`src/design/dcf77_pulse_receiver_unit_assert.svh`:
```
// Assertion macros for the pulse receiver unit.
// DCF_ASSERT checks a property on every rising clock edge outside reset.
// DCF_ASSERT_NEXT checks that an antecedent is followed by a consequent
// in the next cycle.
`ifndef DCF77_PULSE_RECEIVER_UNIT_ASSERT_SVH
`define DCF77_PULSE_RECEIVER_UNIT_ASSERT_SVH
`ifndef SYNTH
`define DCF_ASSERT(name, prop) \
  name: assert property (@(posedge clk) disable iff (rst) prop) \
    else $error("dcf77 receiver assertion failed");
`define DCF_ASSERT_NEXT(name, ante, cons) \
  name: assert property (@(posedge clk) disable iff (rst) (ante) |=> (cons)) \
    else $error("dcf77 receiver assertion failed");
`else
`define DCF_ASSERT(name, prop)
`define DCF_ASSERT_NEXT(name, ante, cons)
`endif
`endif

```
`src/design/dcf_pkg.sv`:
```
`timescale 1ns / 1ps
`default_nettype none
package dcf_pkg;

  localparam int FRAME_BITS    = 59;
  localparam int COUNTER_WIDTH = 16;
  localparam int CFG_W         = 16;
  localparam int NUM_REGS      = 8;
  localparam int CFG_IDX_W     = $clog2(NUM_REGS);
  localparam int BIT_IDX_W     = $clog2(FRAME_BITS + 1);
  localparam int FAIL_W        = 8;
  localparam int CMP_W         = (COUNTER_WIDTH > CFG_W) ? COUNTER_WIDTH : CFG_W;

  // Register indexes
  localparam logic [CFG_IDX_W-1:0] REG_GAP_MIN  = CFG_IDX_W'(0);
  localparam logic [CFG_IDX_W-1:0] REG_GAP_MAX  = CFG_IDX_W'(1);
  localparam logic [CFG_IDX_W-1:0] REG_SYNC_MIN = CFG_IDX_W'(2);
  localparam logic [CFG_IDX_W-1:0] REG_SYNC_MAX = CFG_IDX_W'(3);
  localparam logic [CFG_IDX_W-1:0] REG_ZERO_MIN = CFG_IDX_W'(4);
  localparam logic [CFG_IDX_W-1:0] REG_ZERO_MAX = CFG_IDX_W'(5);
  localparam logic [CFG_IDX_W-1:0] REG_ONE_MIN  = CFG_IDX_W'(6);
  localparam logic [CFG_IDX_W-1:0] REG_ONE_MAX  = CFG_IDX_W'(7);

  // Register reset values, in ticks
  localparam logic [CFG_W-1:0] GAP_MIN_RST  = CFG_W'(9600);
  localparam logic [CFG_W-1:0] GAP_MAX_RST  = CFG_W'(12160);
  localparam logic [CFG_W-1:0] SYNC_MIN_RST = CFG_W'(21760);
  localparam logic [CFG_W-1:0] SYNC_MAX_RST = CFG_W'(24960);
  localparam logic [CFG_W-1:0] ZERO_MIN_RST = CFG_W'(896);
  localparam logic [CFG_W-1:0] ZERO_MAX_RST = CFG_W'(1664);
  localparam logic [CFG_W-1:0] ONE_MIN_RST  = CFG_W'(2176);
  localparam logic [CFG_W-1:0] ONE_MAX_RST  = CFG_W'(2944);

  typedef struct packed {
    logic [CFG_W-1:0] gap_min;
    logic [CFG_W-1:0] gap_max;
    logic [CFG_W-1:0] sync_min;
    logic [CFG_W-1:0] sync_max;
    logic [CFG_W-1:0] zero_min;
    logic [CFG_W-1:0] zero_max;
    logic [CFG_W-1:0] one_min;
    logic [CFG_W-1:0] one_max;
  } cfg_t;

  typedef struct packed {
    logic                  frame_done;
    logic [FRAME_BITS-1:0] frame_data;
    logic                  fail_event;
    logic                  synchronized;
    logic [BIT_IDX_W-1:0]  bits_received;
    logic [FAIL_W-1:0]     fail_total;
  } result_t;

  // True when a tick count lies in [lo, hi]; an inverted window matches nothing
  function automatic logic in_window(input logic [COUNTER_WIDTH-1:0] v,
                                     input logic [CFG_W-1:0] lo,
                                     input logic [CFG_W-1:0] hi);
    logic [CMP_W-1:0] ve;
    logic [CMP_W-1:0] loe;
    logic [CMP_W-1:0] hie;
    ve  = CMP_W'(v);
    loe = CMP_W'(lo);
    hie = CMP_W'(hi);
    return (ve >= loe) && (ve <= hie);
  endfunction

endpackage
`default_nettype wire

```
`src/design/dcf_cfg_regs.sv`:
```
`timescale 1ns / 1ps
`default_nettype none
module dcf_cfg_regs (
  input  wire logic                          clk,
  input  wire logic                          rst,
  input  wire logic                          cfg_write,
  input  wire logic [dcf_pkg::CFG_IDX_W-1:0] cfg_index,
  input  wire logic [dcf_pkg::CFG_W-1:0]     cfg_data,
  output dcf_pkg::cfg_t                      cfg
);

  // Load reset thresholds, then take writes by index
  always_ff @(posedge clk) begin
    if (rst) begin
      cfg.gap_min  <= dcf_pkg::GAP_MIN_RST;
      cfg.gap_max  <= dcf_pkg::GAP_MAX_RST;
      cfg.sync_min <= dcf_pkg::SYNC_MIN_RST;
      cfg.sync_max <= dcf_pkg::SYNC_MAX_RST;
      cfg.zero_min <= dcf_pkg::ZERO_MIN_RST;
      cfg.zero_max <= dcf_pkg::ZERO_MAX_RST;
      cfg.one_min  <= dcf_pkg::ONE_MIN_RST;
      cfg.one_max  <= dcf_pkg::ONE_MAX_RST;
    end else if (cfg_write) begin
      unique case (cfg_index)
        dcf_pkg::REG_GAP_MIN:  cfg.gap_min  <= cfg_data;
        dcf_pkg::REG_GAP_MAX:  cfg.gap_max  <= cfg_data;
        dcf_pkg::REG_SYNC_MIN: cfg.sync_min <= cfg_data;
        dcf_pkg::REG_SYNC_MAX: cfg.sync_max <= cfg_data;
        dcf_pkg::REG_ZERO_MIN: cfg.zero_min <= cfg_data;
        dcf_pkg::REG_ZERO_MAX: cfg.zero_max <= cfg_data;
        dcf_pkg::REG_ONE_MIN:  cfg.one_min  <= cfg_data;
        dcf_pkg::REG_ONE_MAX:  cfg.one_max  <= cfg_data;
        default: ;
      endcase
    end
  end

endmodule
`default_nettype wire

```
`src/design/dcf_core.sv`:
```
`timescale 1ns / 1ps
`default_nettype none
`include "dcf77_pulse_receiver_unit_assert.svh"
module dcf_core (
  input  wire logic    clk,
  input  wire logic    rst,
  input  wire logic    step,
  input  wire logic    level,
  input  wire logic    restart,
  input  wire logic    clear_fails,
  input  wire dcf_pkg::cfg_t cfg,
  output dcf_pkg::result_t res
);

  logic                                 prev_level, prev_level_next;
  logic                                 await_rising, await_rising_next;
  logic [dcf_pkg::COUNTER_WIDTH-1:0]    tick_count, tick_count_next;
  logic                                 sync_flag, sync_flag_next;
  logic [dcf_pkg::BIT_IDX_W-1:0]        bit_index, bit_index_next;
  logic [dcf_pkg::FRAME_BITS-1:0]       shift_frame, shift_frame_next;
  logic [dcf_pkg::FRAME_BITS-1:0]       held_frame, held_frame_next;
  logic [dcf_pkg::FAIL_W-1:0]           fault_count, fault_count_next;

  logic                                 rising, falling;
  logic                                 in_gap, in_sync, in_zero, in_one;
  logic                                 bad_pulse, still_synced;
  logic [dcf_pkg::FAIL_W-1:0]           fault_base;
  logic [dcf_pkg::COUNTER_WIDTH-1:0]    tick_inc;
  logic [dcf_pkg::BIT_IDX_W-1:0]        index_inc;
  logic [dcf_pkg::FRAME_BITS-1:0]       bit_mask;
  logic                                 done, fail;

  // Window compares on the count before this tick
  assign in_gap  = dcf_pkg::in_window(tick_count, cfg.gap_min, cfg.gap_max);
  assign in_sync = dcf_pkg::in_window(tick_count, cfg.sync_min, cfg.sync_max);
  assign in_zero = dcf_pkg::in_window(tick_count, cfg.zero_min, cfg.zero_max);
  assign in_one  = dcf_pkg::in_window(tick_count, cfg.one_min, cfg.one_max);

  assign rising    = !prev_level && level;
  assign falling   = prev_level && !level;
  assign tick_inc  = tick_count + dcf_pkg::COUNTER_WIDTH'(1);
  assign index_inc = bit_index + dcf_pkg::BIT_IDX_W'(1);
  assign bit_mask  = dcf_pkg::FRAME_BITS'(1) << bit_index;
  assign bad_pulse = !in_zero && !in_one;
  assign fault_base = clear_fails ? '0 : fault_count;

  // Decide the next state for one sample
  always_comb begin
    prev_level_next   = level;
    await_rising_next = await_rising;
    tick_count_next   = tick_count;
    sync_flag_next    = sync_flag;
    bit_index_next    = bit_index;
    shift_frame_next  = shift_frame;
    held_frame_next   = held_frame;
    fault_count_next  = fault_count;
    still_synced      = sync_flag;
    done              = 1'b0;
    fail              = 1'b0;
    if (restart) begin
      sync_flag_next    = 1'b0;
      bit_index_next    = '0;
      shift_frame_next  = '0;
      fault_count_next  = '0;
      tick_count_next   = '0;
      await_rising_next = 1'b1;
    end else begin
      fault_count_next = fault_base;
      if (await_rising && rising) begin
        // End of a low gap
        if (sync_flag) begin
          if (!in_gap) begin
            sync_flag_next   = 1'b0;
            fault_count_next = fault_base + dcf_pkg::FAIL_W'(1);
            fail             = 1'b1;
          end
        end else if (in_sync) begin
          sync_flag_next   = 1'b1;
          bit_index_next   = '0;
          shift_frame_next = '0;
        end
        tick_count_next   = '0;
        await_rising_next = 1'b0;
      end else if (!await_rising && falling) begin
        // End of a high pulse: class it as a bit
        if (!in_zero && in_one &&
            (bit_index < dcf_pkg::BIT_IDX_W'(dcf_pkg::FRAME_BITS))) begin
          shift_frame_next = shift_frame | bit_mask;
        end
        if (bad_pulse) begin
          fail             = sync_flag;
          still_synced     = 1'b0;
          sync_flag_next   = 1'b0;
          fault_count_next = fault_base + dcf_pkg::FAIL_W'(1);
        end
        if (still_synced) begin
          bit_index_next = index_inc;
          if (index_inc >= dcf_pkg::BIT_IDX_W'(dcf_pkg::FRAME_BITS)) begin
            sync_flag_next  = 1'b0;
            held_frame_next = shift_frame_next;
            done            = 1'b1;
          end
        end
        tick_count_next   = '0;
        await_rising_next = 1'b1;
      end else begin
        // No edge acted on: count, a wrap is a timeout
        tick_count_next = tick_inc;
        if (tick_inc == '0) begin
          fault_count_next = fault_base + dcf_pkg::FAIL_W'(1);
          sync_flag_next   = 1'b0;
        end
      end
    end
  end

  // Result of this sample
  always_comb begin
    res.frame_done    = done;
    res.frame_data    = held_frame_next;
    res.fail_event    = fail;
    res.synchronized  = sync_flag_next;
    res.bits_received = bit_index_next;
    res.fail_total    = fault_count_next;
  end

  // Hold control state; advance on each accepted sample
  always_ff @(posedge clk) begin
    if (rst) begin
      prev_level   <= 1'b0;
      await_rising <= 1'b1;
      tick_count   <= '0;
      sync_flag    <= 1'b0;
      bit_index    <= '0;
      shift_frame  <= '0;
      held_frame   <= '0;
      fault_count  <= '0;
    end else if (step) begin
      prev_level   <= prev_level_next;
      await_rising <= await_rising_next;
      tick_count   <= tick_count_next;
      sync_flag    <= sync_flag_next;
      bit_index    <= bit_index_next;
      shift_frame  <= shift_frame_next;
      held_frame   <= held_frame_next;
      fault_count  <= fault_count_next;
    end
  end

  `DCF_ASSERT(a_sync_index_in_frame,
              sync_flag |-> (bit_index < dcf_pkg::BIT_IDX_W'(dcf_pkg::FRAME_BITS)))
  `DCF_ASSERT(a_done_needs_sync, (step && done) |-> (sync_flag && !restart))

endmodule
`default_nettype wire

```
`src/design/dcf77_pulse_receiver_unit.sv`:
```
`timescale 1ns / 1ps
`default_nettype none
`include "dcf77_pulse_receiver_unit_assert.svh"
// Pulse receiver for the demodulated DCF77 time signal.
// Input channel (in_valid / in_stall): one beat per time-base tick carrying
// the sampled level plus the restart and clear_fails controls.
// Output channel (out_valid / out_stall): one beat per input beat with the
// frame flag, the last completed frame, the fail flag, sync status, bit
// position and fault total after that tick.
// Configuration: eight 16-bit tick thresholds written through cfg_write,
// cfg_index and cfg_data; write them only while no beat is in flight.
// Path: each input beat passes the input register, then the decision logic
// into the result register.
// Throughput: one beat per cycle while the result side does not stall; the
// decode core updates its state once per accepted beat.
// Reset: synchronous rst empties both registers, loads the default
// thresholds and clears the receiver state to await a rising edge.
// When out_stall is held the result waits in its register, the input
// register holds its beat and in_stall rises; no beat is lost.
module dcf77_pulse_receiver_unit (
  input  wire logic                               clk,
  input  wire logic                               rst,
  input  wire logic                               cfg_write,
  input  wire logic [dcf_pkg::CFG_IDX_W-1:0]      cfg_index,
  input  wire logic [dcf_pkg::CFG_W-1:0]          cfg_data,
  input  wire logic                               in_valid,
  output logic                                    in_stall,
  input  wire logic                               signal_level,
  input  wire logic                               restart,
  input  wire logic                               clear_fails,
  output logic                                    out_valid,
  input  wire logic                               out_stall,
  output logic                                    frame_done,
  output logic [dcf_pkg::FRAME_BITS-1:0]          frame_data,
  output logic                                    fail_event,
  output logic                                    synchronized,
  output logic [dcf_pkg::BIT_IDX_W-1:0]           bits_received,
  output logic [dcf_pkg::FAIL_W-1:0]              fail_total
);

  dcf_pkg::cfg_t    cfg;
  dcf_pkg::result_t res;
  dcf_pkg::result_t res_reg;

  logic in_reg_valid;
  logic in_level, in_restart, in_clear;
  logic advance, step;

  dcf_cfg_regs u_cfg (
    .clk       (clk),
    .rst       (rst),
    .cfg_write (cfg_write),
    .cfg_index (cfg_index),
    .cfg_data  (cfg_data),
    .cfg       (cfg)
  );

  dcf_core u_core (
    .clk         (clk),
    .rst         (rst),
    .step        (step),
    .level       (in_level),
    .restart     (in_restart),
    .clear_fails (in_clear),
    .cfg         (cfg),
    .res         (res)
  );

  // Result register is free or being taken this cycle
  assign advance  = !out_valid || !out_stall;
  assign step     = in_reg_valid && advance;
  assign in_stall = in_reg_valid && !advance;

  // Input register: take a beat unless holding one that cannot move
  always_ff @(posedge clk) begin
    if (rst) begin
      in_reg_valid <= 1'b0;
    end else if (!in_stall) begin
      in_reg_valid <= in_valid;
    end
  end

  always_ff @(posedge clk) begin
    if (!in_stall && in_valid) begin
      in_level   <= signal_level;
      in_restart <= restart;
      in_clear   <= clear_fails;
    end
  end

  // Result register
  always_ff @(posedge clk) begin
    if (rst) begin
      out_valid <= 1'b0;
    end else if (advance) begin
      out_valid <= step;
    end
  end

  always_ff @(posedge clk) begin
    if (step) begin
      res_reg <= res;
    end
  end

  assign frame_done    = res_reg.frame_done;
  assign frame_data    = res_reg.frame_data;
  assign fail_event    = res_reg.fail_event;
  assign synchronized  = res_reg.synchronized;
  assign bits_received = res_reg.bits_received;
  assign fail_total    = res_reg.fail_total;

  `DCF_ASSERT_NEXT(a_step_gives_result, step, out_valid)
  `DCF_ASSERT(a_fail_drops_sync, (out_valid && fail_event) |-> !synchronized)

endmodule
`default_nettype wire

```
`config.mk`:
```
export PLATFORM = sky130hd
export DESIGN_NAME = dcf77_pulse_receiver_unit
export DESIGN_NICKNAME = d
export VERILOG_FILES = /design/src/design/dcf_pkg.sv /design/src/design/dcf_cfg_regs.sv /design/src/design/dcf_core.sv /design/src/design/dcf77_pulse_receiver_unit.sv
export VERILOG_INCLUDE_DIRS = /design/src /design/src/design
export SDC_FILE = /design/constraint.sdc
export NUM_CORES = 1
export LEC_CHECK = 0
export BUFFER_PORTS_ARGS = -buffer_cell sky130_fd_sc_hd__buf_2
export CAP_MARGIN = 40
export CORE_MARGIN = 2
export CORE_UTILIZATION = 61
export CTS_CLUSTER_DIAMETER = 120
export DETAILED_ROUTE_END_ITERATION = 6
export PLACE_DENSITY = 0.8
export SLEW_MARGIN = 20
export SYNTH_ARGS = -nofsm -noshare
export SYNTH_HDL_FRONTEND = slang
export SYNTH_SLANG_ARGS = --single-unit
```
`constraint.sdc`:
```
create_clock -name clk -period 5.5 [get_ports clk]
set_input_delay 1.65 -clock clk [delete_from_list [all_inputs] [get_ports clk]]
set_output_delay 1.65 -clock clk [all_outputs]
set_load 0.02 [all_outputs]
```
==> metrics.txt, run 1 <==
Non-Filler Instances between 2000 and 2500; number of diodes 0; DRT antenna net count 0; Setup Buffers After CTS 0; Placed Area ~18000 um^2; GRT Util Overall 0.288; sequential-to-total area share from yosys stat 0.449; H-tree lvl count 2; cts hold-fix bufs 0; CP endpoint kind flop; GP Congestion approximately 0.90; Vias per Instance 6.07; Sw Share 0.237; die area just over 30000 um^2; dominant synthesized flop cell dfxtp_1; total wire length 44500 um; Slew headroom 0.435; Synthesis Warnings 0; mean routed wirelength per cell between 15 and 20 um; CP cell instances inv_1 -> ha_1 -> nand2b_1 -> a2111oi_0 -> o31ai_1 -> a31oi_4 -> a2bb2oi_2 -> or3_4 -> buf_12 -> o21ai_0; Setup crit start kind flop; IO Count around 110; hold path startpoint u_cfg.cfg[35]$_SDFFE_PP0P_; setup TNS 0 ns; Worst Clk Skew 0.0193 ns; Initial Utilization 0.621; largest net degree at the start of global routing 105; R2R Path Start u_core.tick_count[0]$_SDFFE_PP0P_; Mapped Nets 2180; Avg Inst Size Synth between 8 and 9 um^2; Unique masters post-synth 78; Mapped Cells 2015; die height 175 um; combinational power share 0.054; Std-Cell Rows 62; Lkg Pwr 7.32 nW; global route overflow 0; first-pass GRT wire length around 72000 um; placed insts about 2400; Area Overhead vs Synth 11.0%; Hold Slack 0.453 ns; final hold viol count 0; crit-path max FO between 70 and 80; run status finished clean; die width approximately 170 um; nets 2202; Async S/R FF share, synth 0; Num CTS Buffers 39; clock latency on the worst-skew pair about 0.54 ns; number of global-route vias before repair between 10000 and 15000; Pwr per Cell Area about 280 nW/um^2; P_int 4.27 mW; layout cell share with drive strength beyond 1 0.119; max-cap violation count 0; initial antenna violation count 0; fin crit share 0.741; Clk pin slew, worst setup/hold paths 0.06 ns; core area ~29000 um^2; post-DP HPWL 29600 um; via count of the routed design approximately 15000; drt pass-1 iters 7; CTS tree done; RSZ-0062 raised after global routing false; crit path time final 4.07 ns; EDFF count, synth 79; Hold Path Class reg -> reg; Setup CP Type reg -> reg; Root Buffer clkbuf_16; DR iter-0 viols around 1300; Clock Sink Count 360; post-cts resize count 0; DRC violations left 0; max-slew violations 0; power share of the clock group 0.450; CTS max path bufs 3; power share of the sequential group 0.496; Least-Margin Pin Slew 0.845 ns; Net Sw Power about 1.3 mW; f_max between 200 and 250 MHz; IO Port Bufs 104; slowest stage delay, CP about 0.7 ns; post-synthesis sequential element count between 300 and 400; Worst EP arrival approximately 4.3 ns; post-layout util 0.689; Worst Path Required 5.76 ns; final setup vio count 0; peak supply drop between 0.2 and 0.3 mV; Slowest cell on crit path or3_4; Mapped Area 17800 um^2; post-route cell area 19800 um^2; crit path from u_core.tick_count[0]$_SDFFE_PP0P_
worst paths after layout:
path                                     end  slack, ns  cells past startpoint
setup / recovery     frame_data[7]$_DFFE_PP_       1.43                     10
hold / removal    u_cfg.cfg[35]$_SDFFE_PP0P_       0.45                      2
setup reg to reg     frame_data[7]$_DFFE_PP_       1.43                     10
hold reg to reg   u_cfg.cfg[35]$_SDFFE_PP0P_       0.45                      2
through the flow:
stage                     worst slack, ns  power (mW)
final                                1.43        5.60
after global routing                 1.11        5.77
after CTS                            1.46        5.62
after detailed placement             1.41        3.13
after global placement               1.21        3.12
after floorplan                     0.692        3.03
cell families after synthesis:
logic type / after synthesis / synth area share
fa+ha+maj: 138 / 0.0969
simple gates: 640 / 0.165
xor+xnor: 10 / 0.00491
compound gates: 551 / 0.205
mux: 23 / 0.0137
flops: 360 / 0.449
buf+inv: 293 / 0.0660
cells in the final DEF (no fill, tap or decap), types with 7 or more instances in the layout:
| cell type | synthesis | routed |
|---|---|---|
| nor4_1 | 10 | 9 |
| clkbuf_16 | 0 | 40 |
| xnor2_1 | 7 | 7 |
| and2_1 | 16 | 16 |
| dfxtp_1 | 281 | 281 |
| edfxtp_1 | 79 | 79 |
| a21oi_1 | 212 | 211 |
| a21o_1 | 15 | 15 |
| and3_1 | 13 | 13 |
| buf_4 | 0 | 30 |
| o21ai_0 | 84 | 84 |
| or3_1 | 12 | 11 |
| mux2_2 | 11 | 11 |
| o211ai_1 | 38 | 38 |
| buf_2 | 27 | 103 |
| a22o_1 | 11 | 11 |
| nor3_1 | 18 | 16 |
| inv_1 | 133 | 133 |
| nor2b_1 | 18 | 17 |
| nand2_1 | 342 | 342 |
| nor2_1 | 110 | 110 |
| a211oi_1 | 52 | 52 |
| ha_1 | 138 | 138 |
| clkbuf_1 | 105 | 9 |
| a32o_1 | 49 | 49 |
| nand2b_1 | 12 | 12 |
| mux2i_1 | 12 | 12 |
| nand3_1 | 25 | 25 |
| clkinv_2 | 0 | 9 |
| nand4_1 | 33 | 33 |
| and4_1 | 8 | 8 |
| a31oi_1 | 13 | 13 |
| o21ai_1 | 10 | 10 |
cells in the mapped netlist (27+ instances only):
| master | n | area share |
|---|---|---|
| a32o_1 | 49 | 0.028 |
| ha_1 | 138 | 0.097 |
| o21ai_0 | 84 | 0.024 |
| a21oi_1 | 212 | 0.060 |
| a211oi_1 | 52 | 0.022 |
| dfxtp_1 | 281 | 0.32 |
| inv_1 | 133 | 0.028 |
| nand4_1 | 33 | 0.012 |
| buf_2 | 27 | 0.0076 |
| nor2_1 | 110 | 0.023 |
| edfxtp_1 | 79 | 0.13 |
| nand2_1 | 342 | 0.072 |
| o211ai_1 | 38 | 0.016 |
| clkbuf_1 | 105 | 0.022 |
registers in the layout (all words and copies together) (netlist names), 6 cells and up:
| signal | cells |
|---|---|
| bits_received | 6 |
| fail_total | 8 |
| frame_data | 59 |
| u_cfg.cfg | 128 |
| u_core.bit_index | 6 |
| u_core.fault_count | 8 |
| u_core.held_frame | 59 |
| u_core.shift_frame | 59 |
| u_core.tick_count | 16 |
power by group through the flow:
stage / clock, mW / sequential, mW / combinational (mW)
floorplan: 0 / 2.86 / 0.165
global placement: 0 / 2.83 / 0.289
detailed placement: 0 / 2.83 / 0.295
CTS: 2.55 / 2.78 / 0.296
global route: 2.66 / 2.78 / 0.331
finish: 2.52 / 2.78 / 0.304
per-layer routing:
metal | vias to the layer above | wire length (um) | GRT usage
met5 | - | 0 | 0
met4 | 0 | 1700 | 0.114
met3 | 120 | 3340 | 0.0398
met2 | 595 | 21000 | 0.487
met1 | 6987 | 18400 | 0.373
li1 | 7190 | - | -
area by class of cell:
type,count,area [um^2]
fillers,2239,8920
clock buffers,55,1120
repair buffers,138,831
flip-flops and latches,360,8000
well taps,384,480
multi-input cells,1362,8710
clock inverters,17,136
inverters,136,512
worst max-delay path: cells and delay by family, from the launching register on:
family / cells / cell delay [ns]
adders and majority gates: 1 / 0.34
DFF: 1 / 0.53
AOI/OAI and AO/OA: 5 / 1.49
buffers and inverters: 2 / 0.56
and+or+nand+nor: 2 / 0.84
No activity file was read; power rests on OpenSTA's default activity.
==> inputs of run 2 (changes only) <==
--- a/config.mk
+++ b/config.mk
@@ -9,10 +9,10 @@
 export BUFFER_PORTS_ARGS = -buffer_cell sky130_fd_sc_hd__buf_2
 export CAP_MARGIN = 40
 export CORE_MARGIN = 2
-export CORE_UTILIZATION = 61
+export CORE_UTILIZATION = 55
 export CTS_CLUSTER_DIAMETER = 120
 export DETAILED_ROUTE_END_ITERATION = 6
-export PLACE_DENSITY = 0.8
+export PLACE_DENSITY = 0.76
 export SLEW_MARGIN = 20
 export SYNTH_ARGS = -nofsm -noshare
 export SYNTH_HDL_FRONTEND = slang
==> constraint.sdc (replaced) <==
create_clock -name clk -period 3.45 [get_ports clk]
set_input_delay 1.035 -clock clk [delete_from_list [all_inputs] [get_ports clk]]
set_output_delay 1.035 -clock clk [all_outputs]
set_load 0.02 [all_outputs]
==> metrics.txt, run 2 (synthesized netlist as in run 1, its figures left out) <==
die area 33900 um^2 (+11%); via count of the routed design 15300 (+2.4%); post-DP HPWL 31200 um (+5.2%); Std-Cell Rows 65 (+4.8%); most frequent cells in the layout 342 x nand2_1, 278 x dfxtp_1, 211 x a21oi_1, 138 x ha_1, 133 x inv_1; crit path from u_core.tick_count[0]$_SDFFE_PP0P_; layout cell share with drive strength beyond 1 0.144 (+0.0246); mean routed wirelength per cell 18.6 um (+2.7%); largest net degree at the start of global routing 103 (-1.9%); H-tree lvl count 2 (unchanged); GP Congestion 0.889 (-0.99%); CTS max path bufs 3 (unchanged); post-route cell area 20400 um^2 (+3.2%); initial antenna violation count 1 (+1); CTS tree done; total wire length 47000 um (+5.6%); R2R Path Start u_core.tick_count[0]$_SDFFE_PP0P_; Worst Path Required 3.77 ns (-1.99 ns); total power 9.25 mW (+65%); max-slew violations 0 (unchanged); Placed Area 18900 um^2 (+2.1%); DR iter-0 viols 1489 (+11%); global route overflow 0 (unchanged); hold path startpoint u_cfg.cfg[67]$_SDFFE_PP0P_; die width 184 um (+5.2%); number of diodes 0 (unchanged); Worst Clk Skew 0.0256 ns (+0.00633 ns); number of global-route vias before repair 14600 (+2.6%); Place WS -0.0227 ns (-1.43 ns); nets 2252 (+2.3%); Pwr per Cell Area 453 nW/um^2 (+60%); commonest non-fill, non-tap cell in the layout nand2_1; crit-path max FO 28 (-61%); Vias per Instance 6.05 (-0.32%); Hold Path Class reg -> reg; DRT antenna net count 0 (unchanged); Slew headroom 0.449 (+0.0135); GRT Util Overall 0.274 (-0.0136); peak supply drop 0.356 mV (+22%); max reg flops 128 (unchanged); setup TNS 0 ns (unchanged); Clk pin slew, worst setup/hold paths 0.06 ns (about the same); Setup crit start kind flop; Setup CP Type reg -> reg; PnR worst setup slack 0.151 ns (-1.28 ns); die height 184 um (+5.2%); post-layout util 0.644 (-0.0454); Area Overhead vs Synth 14.6%; CP endpoint kind flop; IO Count 105 (unchanged); core area 31700 um^2 (+11%); f_max 303 MHz (+23%); Biggest register u_cfg.cfg; Root Buffer clkbuf_16; max-cap violation count 0 (unchanged); final setup vio count 0 (unchanged); IO Port Bufs 104 (unchanged); drt pass-1 iters 6 (-1); Lkg Pwr 7.67 nW (+4.8%); DRC violations left 0 (unchanged); Hold Slack 0.454 ns (+0.00135 ns); fin crit share 0.956 (+0.216); Least-Margin Pin Slew 0.825 ns (-0.0203 ns); clock latency on the worst-skew pair 0.54 ns (about the same); Initial Utilization 0.562 (-0.0590); final hold viol count 0 (unchanged); placed insts 2429 (+2.1%); Non-Filler Instances 2519 (+2.7%); crit path time final 3.30 ns (-0.774 ns); run status finished clean; first-pass GRT wire length 75000 um (+4.1%); Worst EP arrival 3.62 ns (-0.72 ns); Num CTS Buffers 40 (+2.6%); Clock Sink Count 360 (unchanged)
==> run 2: cell types whose count changed in the layout (fill, tap and decap cells not counted), sizes merged <==
| cell | change |
|---|---|
| clkinv | -7 |
| bufinv | +2 |
| clkbuf | +6 |
| inv | +2 |
| clkinvlp | -2 |
| buf | +48 |
==> run 2: critical path, cell delays in order (launching register included) <==
cell,delay [ns]
dfxtp_1,0.31
inv_1,0.15
ha_1,0.25
nand2b_1,0.15
a2111oi_1,0.46
o31a_1,0.31
o21ai_2,0.17
a2111oi_2,0.39
buf_4,0.16
and2_1,0.16
buf_12,0.18
a21oi_1,0.10
o21ai_0,0.29
==> run 2: timing repair <==
action | CTS | global route
cloned | 0 | 2
resized for setup | 2 | 11
hold endpoints to repair | 0 | 0
endpoints found under the setup margin | 29 | 105
pin swaps | 0 | 2
hold buffers | 0 | 0
setup buffers | 0 | 15
==> run 2: report_power, final <==
| group | leakage, nW | internal (mW) | total, mW | switching [mW] |
|---|---|---|---|---|
| registers | 2.98 | 4.38 | 4.42 | 0.0343 |
| logic | 4.03 | 0.141 | 0.500 | 0.359 |
| clock network | 0.665 | 2.60 | 4.33 | 1.73 |
==> run 2: worst paths after layout <==
check,slack (ns),cells past startpoint,end
worst min register to register,0.45,2,u_cfg.cfg[67]$_SDFFE_PP0P_
worst max-delay path,0.15,12,frame_data[47]$_DFFE_PP_
worst max register to register,0.15,12,frame_data[47]$_DFFE_PP_
worst min-delay path,0.45,2,u_cfg.cfg[67]$_SDFFE_PP0P_
==> run 2: cell type report <==
class,instances,area (um^2)
timing repair buffer,187,1310
multi-input combinational,1362,8740
tap,402,503
clock buffer,60,1220
inverter,136,513
fill,2594,11300
sequential,360,8000
clock inverter,12,135
==> run 2: routing by layer <==
metal / wire length [um] / track usage / up-vias
met5: 13 / 0 / -
met3: 3100 / 0.0374 / 127
met1: 19700 / 0.361 / 7276
met4: 1700 / 0.102 / 2
li1: - / - / 7288
met2: 22400 / 0.460 / 557
==> inputs of run 3 (changes only) <==
==> constraint.sdc (replaced) <==
create_clock -name clk -period 3.45 [get_ports clk]
set_input_delay 0.1725 -clock clk [delete_from_list [all_inputs] [get_ports clk]]
set_output_delay 0.1725 -clock clk [all_outputs]
set_load 0.02 [all_outputs]
==> metrics.txt, run 3 (synthesized netlist as in run 1, its figures left out) <==
die area 33900 um^2 (unchanged); post-DP HPWL 31200 um (about the same); core area 31700 um^2 (unchanged); Worst Clk Skew 0.0224 ns (-0.00325 ns); Reg area 8000 um^2 (about the same); Clock Sink Count 360 (unchanged); CTS tree done; Lkg Pwr 7.69 nW (+0.29%); via count of the routed design 15300 (+0.0066%); layout cell share with drive strength beyond 1 0.138 (-0.00651); first-pass GRT wire length 75000 um (about the same); IO Port Bufs 104 (unchanged); clock latency on the worst-skew pair 0.55 ns (about the same); max reg flops 128 (unchanged); CTS max path bufs 3 (unchanged); largest net degree at the start of global routing 77 (-25%); crit path time final 3.35 ns (+0.0471 ns); most frequent cells in the layout 342 x nand2_1, 279 x dfxtp_1, 211 x a21oi_1, 138 x ha_1, 133 x inv_1; f_max 299 MHz (-1.4%); RSZ-0062 raised after global routing true; post-layout util 0.647 (+0.00312); Worst EP arrival 3.79 ns (+0.17 ns); die width 184 um (unchanged); Worst Path Required 3.89 ns (+0.12 ns); die height 184 um (unchanged); total wire length 47700 um (+1.6%); run status complete, but fails checks; Area Overhead vs Synth 15.1%; Hold Path Class in -> reg; Root Buffer clkbuf_16; failing checks design-rule violations; Biggest register u_cfg.cfg; DRT antenna net count 0 (unchanged); Setup crit start kind flop; Pwr per Cell Area 446 nW/um^2 (-1.4%); GRT Util Overall 0.276 (+0.00165); mean routed wirelength per cell 18.8 um (+1.0%); multi-input logic area 8750 um^2 (about the same); commonest non-fill, non-tap cell in the layout nand2_1; IO Count 105 (unchanged); total power 9.16 mW (-0.92%); final hold viol count 0 (unchanged); drt pass-1 iters 7 (+1); DRC violations left 3 (+3); global route overflow 0 (unchanged); internal reg-to-reg setup slack 0.10 ns (-0.05 ns); Initial Utilization 0.562 (unchanged); initial antenna violation count 0 (-1); final setup vio count 0 (unchanged); GP Congestion 0.907 (+2.0%); max-cap violation count 0 (unchanged); DR iter-0 viols 1431 (-3.9%); H-tree lvl count 2 (unchanged); number of global-route vias before repair 14600 (-0.014%); Vias per Instance 6.02 (-0.55%); fin crit share 0.970 (+0.0136); crit-path max FO 39 (+39%); Setup CP Type reg -> reg; Num CTS Buffers 40 (unchanged); nets 2264 (+0.53%); Std-Cell Rows 65 (unchanged); max-slew violations 0 (unchanged); Slowest cell on crit path dfxtp_1; Least-Margin Pin Slew 0.799 ns (-0.0261 ns); filler cell count 2500 (-3.6%); Clk pin slew, worst setup/hold paths 0.06 ns (about the same); Slew headroom 0.466 (+0.0174); peak supply drop 0.385 mV (+8.2%); CP endpoint kind flop; CP cell instances ha_1 -> a21oi_1 -> o21ai_0 -> a221o_1 -> o31a_4 -> a2bb2oi_2 -> buf_4 -> nor4_4 -> clkbuf_16 -> buf_16 -> nor2_1 -> a211oi_1; slowest stage delay, CP 0.44 ns (-0.02 ns)
-- run 3: changes by cell type in the layout (fill, tap and decap cells not counted), sizes merged --
| cell | change |
|---|---|
| buf | -8 |
| inv | -1 |
| clkinv | +6 |
| clkbuf | -4 |
| dlygate4sd3 | +20 |
| diode | +1 |
-- run 3: layer usage --
metal  vias to the layer above  GRT usage  part of all wire
met3                       119     0.0374             0.069
li1                       7303          -                 -
met5                         -          0                 0
met2                       600      0.477              0.48
met1                      7229      0.348              0.42
met4                         0      0.110             0.036
-- run 3: stage by stage --
| step | std cells | hold WS (ns) | setup slack (ns) | instance area [um^2] | TNS, ns |
|---|---|---|---|---|---|
| after global routing | 2532 | 0.00887 | -0.0159 | 20500 | -0.0529 |
| after floorplan | 2015 | 0.271 | 0.258 | 17800 | 0 |
| after CTS | 2526 | 0.000758 | 0.0214 | 20400 | 0 |
| after global placement | 2432 | 0.350 | 0.0878 | 18900 | 0 |
| after detailed placement | 2433 | 0.352 | -0.0151 | 18900 | -0.0371 |
| final | 2533 | 0.00487 | 0.104 | 20500 | 0 |
-- run 3: power breakdown --
part / switching (mW) / internal [mW]
sequential: 0.0342 / 4.38
combinational: 0.365 / 0.156
clock: 1.75 / 2.47
total: 2.15 / 7.01
-- run 3: worst paths after layout --
path	from	end	cells after the start
min	rst	u_core.held_frame[25]$_SDFFE_PP0P_	2
max reg2reg	u_core.tick_count[7]$_SDFFE_PP0P_	u_core.held_frame[7]$_SDFFE_PP0P_	12
max	u_core.tick_count[7]$_SDFFE_PP0P_	u_core.held_frame[7]$_SDFFE_PP0P_	12
min reg2reg	u_cfg.cfg[70]$_SDFFE_PP0P_	u_cfg.cfg[70]$_SDFFE_PP0P_	2
-- run 3: repair_timing --
item                                    in CTS  in global routing
buffers inserted                             0                  3
endpoints found under the hold margin       72                  0
hold buffers                                20                  0
endpoints found under the setup margin      11                105
gates cloned                                 0                  2
resized for setup                            3                 15
pin swaps                                    0                  3
-- run 3: area by class of cell --
type,count,area share
antenna,1,0.000122
clock inverter,17,0.00823
timing repair buffer,199,0.0707
multi-input combinational,1362,0.426
clock buffer,56,0.0554
sequential,360,0.390
inverter,136,0.0250
tap,402,0.0245
-- run 3: critical path: cells and delay by family, from the launching register on --
family	cells	cell delay, ns
AO/OA/AOI/OAI	6	1.43
adder cells (fa/ha/maj)	1	0.29
buffers and inverters	3	0.61
flip-flops	1	0.44
AND/OR/NAND/NOR	2	0.44
